`src/hdl/gcon_ram.sv`:
```
module gcon_ram #(
   parameter int WIDTH = 5,
   parameter int DEPTH = 32
) (
   input  logic                     clock,
   input  logic                     we,
   input  logic [$clog2(DEPTH)-1:0] waddr,
   input  logic [WIDTH-1:0]         wdata,
   input  logic [$clog2(DEPTH)-1:0] raddr,
   output logic [WIDTH-1:0]         rdata
);
   logic [WIDTH-1:0] mem_ff [DEPTH];
   logic [WIDTH-1:0] rdata_ff;

   always_ff @(posedge clock) begin
      if (we) begin
         mem_ff[waddr] <= wdata;
      end
      rdata_ff <= mem_ff[raddr];
   end

   assign rdata = rdata_ff;
endmodule

```
`config.mk`:
```
export PLATFORM = sky130hd
export DESIGN_NAME = gcon_ram
export DESIGN_NICKNAME = d
export VERILOG_FILES = /design/src/hdl/gcon_ram.sv
export SDC_FILE = /design/constraint.sdc
export NUM_CORES = 1
export LEC_CHECK = 0
export BUFFER_PORTS_ARGS = -buffer_cell sky130_fd_sc_hd__buf_2
export CAP_MARGIN = 20
export CORE_UTILIZATION = 40
export DETAILED_ROUTE_END_ITERATION = 6
export GPL_TIMING_DRIVEN = 0
export PLACE_DENSITY = 0.61
export SLEW_MARGIN = 30
export SYNTH_ARGS = -nofsm -noshare
export SYNTH_HDL_FRONTEND = slang
export SYNTH_SLANG_ARGS = --single-unit
```
`constraint.sdc`:
```
create_clock -name clock -period 2.05 [get_ports clock]
set_clock_uncertainty 0.05 [all_clocks]
set_input_delay 0.1025 -clock clock [delete_from_list [all_inputs] [get_ports clock]]
set_output_delay 0.1025 -clock clock [all_outputs]
set_load 0.005 [all_outputs]
```
After elaboration in Yosys (flattened, before gate mapping)
Memories as Yosys holds them, arrays and structs flattened. A register that Yosys moved wholly into a read port is not among the register bits.
Index checks and enable logic that the tools add are counted.
{ "classes": {"muxes": 2} }
{ "op_table": {"columns": ["operator", "count"], "rows": [
  ["2-to-1 mux 1 bit", 2]
]} }
{ "totals": {"ff_bits": 0, "mem_bits_rw": 160, "input_bits": 17, "output_inout_bits": 5, "elab_cells": 3, "memories": 1} }
{ "mem_list": {"columns": ["memory", "depth", "word_bits", "rd", "rd_ports_with_merged_regs", "write_ports", "line_no", "source"], "rows": [
  ["mem_ff", 32, 5, 1, 1, 1, "12", "logic [WIDTH-1:0] mem_ff [DEPTH];"]
]} }

Logic depth before layout (Yosys ltp)
{ "depth": {"depth_word": 2, "mapped_depth": 5, "mapped_depth_nobuf": 3} }

Least setup slack after synthesis
No wires, ideal clock.
{ "synth_timing": {"path_type": "input to register", "from": "input port raddr[0]", "to": "register rdata_ff[0] (netlist: rdata[0]) (read register of mem_ff)", "setup_time_ps": 121, "t_arrival_ps": 1741, "required_ps": 1879, "setup_slack_ps": 139, "stages": 5, "path_buffers": 2, "path_cell_list": "clkbuf_1 > buf_2 > mux4_2 > mux4_2 > mux2_2"} }
{ "synth_rtl": {"columns": ["item", "line_no", "source"], "rows": [
  ["from (decl)", "9", "input logic [$clog2(DEPTH)-1:0] raddr,"],
  ["to (decl)", "13", "logic [WIDTH-1:0] rdata_ff;"]
]} }

==> metrics.md <==
| Metric | Value |
|---|---|
| Synth Instances | `277` |
| PwrDens | `988 mW/mm^2` |
| Setup CP Type | `reg -> reg` |
| Std-Cell Rows | `45` |
| First DRT Iteration DRCs | `315` |
| Cell area after synthesis | `0.00634 mm^2` |
| Fin Setup TNS | `0 ns` |
| Number of nets in the finished design | `331` |
| Type of origin of the critical path | `flip-flop` |
| Maximum buffer depth of the clock tree | `2` |
| Total iterations of the first detailed-routing run | `4` |
| Diodes inserted | `0` |
| Vias in the first global route | `2936` |
| Worst Hold Endpoint | `mem_ff[19][1]$_DFFE_PP_` |
| Skew-Pair Late Insertion Delay | `0.42 ns` |
| GRT Residual Overflow | `0` |
| R2R setup slack | `0.18 ns` |
| Share of the synthesized area in the top cell type | `75.7%` |
| P_sw | `0.00141 W` |
| Clock tree from TritonCTS | `done` |
| Type of element capturing the critical path | `flip-flop` |
| Max FO, Critical Path | `1` |
| Gate power share | `4.9%` |
| Total global routing track utilization | `16.4%` |
| Wire length per cell after detailed routing | `22.1 um` |
| Final min period | `1.87 ns` |
| Num Clock Sinks | `165` |
| Number of maximum-capacitance constraint violations | `0` |
| Pin count of the biggest net entering global routing | `33` |
| Routed via count divided by cell count | `5.22` |
| Max transition margin | `46.3%` |
| Share of post-route cells with drive strength above 1 | `32.7%` |
| Number of antenna violations at the first check in global routing | `0` |
| Leakage | `2.25 nW` |
| Number of clock buffers inserted by TritonCTS | `17` |
| Path type of the worst min-delay path | `in -> reg` |
| Cell types with the largest area share after synthesis | `edfxtp_1 (76%), mux4_2 (18%), nor2_1 (2.0%)` |
| Proportion of power drawn by the clock network | `42.9%` |
| Data required, critical path | `2.31 ns` |
| Sequential share of power | `52.2%` |
| Sequential share of the synthesized area | `77.3%` |
| Worst VDD drop | `0.577 mV` |
| Root Buffer | `clkbuf_16` |
| Result of the run | `completed` |
| GP Congestion | `0.760` |
| Total power | `0.00720 W` |
| Worst endpoint data arrival time | `2.13 ns` |
| Number of buffers inserted by post-CTS setup repair | `0` |
| Number of top-level design ports | `22` |
| Worst Reg-to-Reg Cells | `3` |
| Count of different cell masters after synthesis | `13` |
| Depth of the CTS H-tree | `4` |
| Area added between synthesis and finish | `14.8%` |
| Max-slew violation count | `0` |
| Start point of the worst hold path | `wdata[1]` |
| Clk pin slew, worst setup/hold paths | `0.06 ns` |
| Net count after synthesis | `294` |
| Warnings, synthesis | `0` |
| Count of final setup violators | `0` |
| Net Sw Frac | `19.5%` |
| Die area | `0.0164 mm^2` |
| Synthesized area per cell | `22.9 um^2` |
| Vias post-DR | `2806` |
| DRC | `0` |
| Worst flop-to-flop path endpoint | `rdata[2]$_DFF_P_` |
| Min-Delay Path Depth | `1` |
| Most common cell after layout, fill and taps aside | `edfxtp_1` |
| Antenna Violating Nets Remaining | `0` |
| Initial Util | `41.4%` |
| Count of input and output buffers | `17` |
| Part of the cycle the worst path needs | `91.1%` |
| Dominant cell type by area after synthesis | `edfxtp_1` |
| Global-route wire length before repair | `18.4 mm` |
| Horizontal extent of the die | `128 um` |
| Slew at the pin closest to its max-slew limit | `0.806 ns` |
| Total half-perimeter wirelength after legalization and detailed placement | `7.89 mm` |
| R2r startpoint | `mem_ff[21][2]$_DFFE_PP_` |
| WL final | `11.9 mm` |
| Overall die height | `128 um` |
| Int Power | `0.00579 W` |
| Most frequent cells in the layout | `edfxtp_1 (160), mux4_2 (50), nor2_1 (33)` |
| Placeable core region | `0.0153 mm^2` |
| Max Freq | `536 MHz` |
| Flops & latches, synth | `165` |
| Final hold violation count | `0` |
| RSZ-0062 raised after global routing | `no` |
[cell type report]
| cell class | count | area [um^2] |
|---|---|---|
| fillers | 1278 | 8030 |
| repair buffers | 18 | 95.1 |
| flip-flops and latches | 165 | 4900 |
| multi-input cells | 100 | 1390 |
| plain buffers | 12 | 50.0 |
| clock buffers | 24 | 482 |
| clock inverters | 8 | 100 |
| well taps | 211 | 264 |
[metrics by stage]
step,hold slack [ns],setup slack (ns),instance area (um^2),util (%),instances
floorplan,0.151,0.139,6340,-,277
global placement,0.436,-0.297,6690,43.7,505
detailed placement,0.427,-0.271,6690,43.7,505
CTS,0.166,0.173,7290,47.6,538
global route,0.195,0.130,7290,47.6,538
finish,0.171,0.183,7290,47.6,538
[kinds of logic (layout without fill, tap and decap cells)]
family	count (synthesis)	in the layout	synth area share, %
buffers and inverters	12	62	0.789
muxes	55	55	18.6
and+or+nand+nor	45	45	3.27
DFF	165	165	77.3
[worst max path at each step]
stage	from	end	cells after the start
floorplan	raddr[0]	rdata[0]$_DFF_P_	5
global placement	raddr[0]	rdata[2]$_DFF_P_	5
detailed placement	raddr[0]	rdata[1]$_DFF_P_	5
CTS	mem_ff[21][2]$_DFFE_PP_	rdata[2]$_DFF_P_	3
global route	mem_ff[20][2]$_DFFE_PP_	rdata[2]$_DFF_P_	3
finish	mem_ff[21][2]$_DFFE_PP_	rdata[2]$_DFF_P_	3
[worst max-delay path, stage by stage (launching register included)]
cell and delay, ns:
edfxtp_1 0.37, mux4_2 0.54, mux4_2 0.51, mux2_2 0.29
[synth_stat cells (all sizes together)]
library cell / n
nand3: 2
nor2: 33
dfxtp: 5
buf: 5
edfxtp: 160
or3: 1
mux4: 50
nand2: 1
clkbuf: 7
or3b: 3
mux2: 5
nand3b: 5
[flip-flops by register name, indices dropped and copies added (netlist names)]
signal	count
mem_ff	160
rdata	5
[power by group through the flow]
stage | registers, W | clock network [W] | logic [W]
after floorplan | 0.00383 | 0 | 0.000200
after global placement | 0.00383 | 0 | 0.000352
after detailed placement | 0.00383 | 0 | 0.000358
after CTS | 0.00376 | 0.00316 | 0.000360
after global routing | 0.00377 | 0.00328 | 0.000381
final | 0.00376 | 0.00309 | 0.000351
[routing by layer]
metal / wire [um] / GRT usage (%)
met3: 704 / 4.76
met2: 5560 / 24.0
met1: 5420 / 23.4
met4: 201 / 6.57
met5: 0 / 0
[repair_timing]
item / CTS / global route
hold buffers: 1 / 0
resized for setup: 0 / 0
endpoints found under the hold margin: 5 / 0
(Power assumes the default switching activity.)
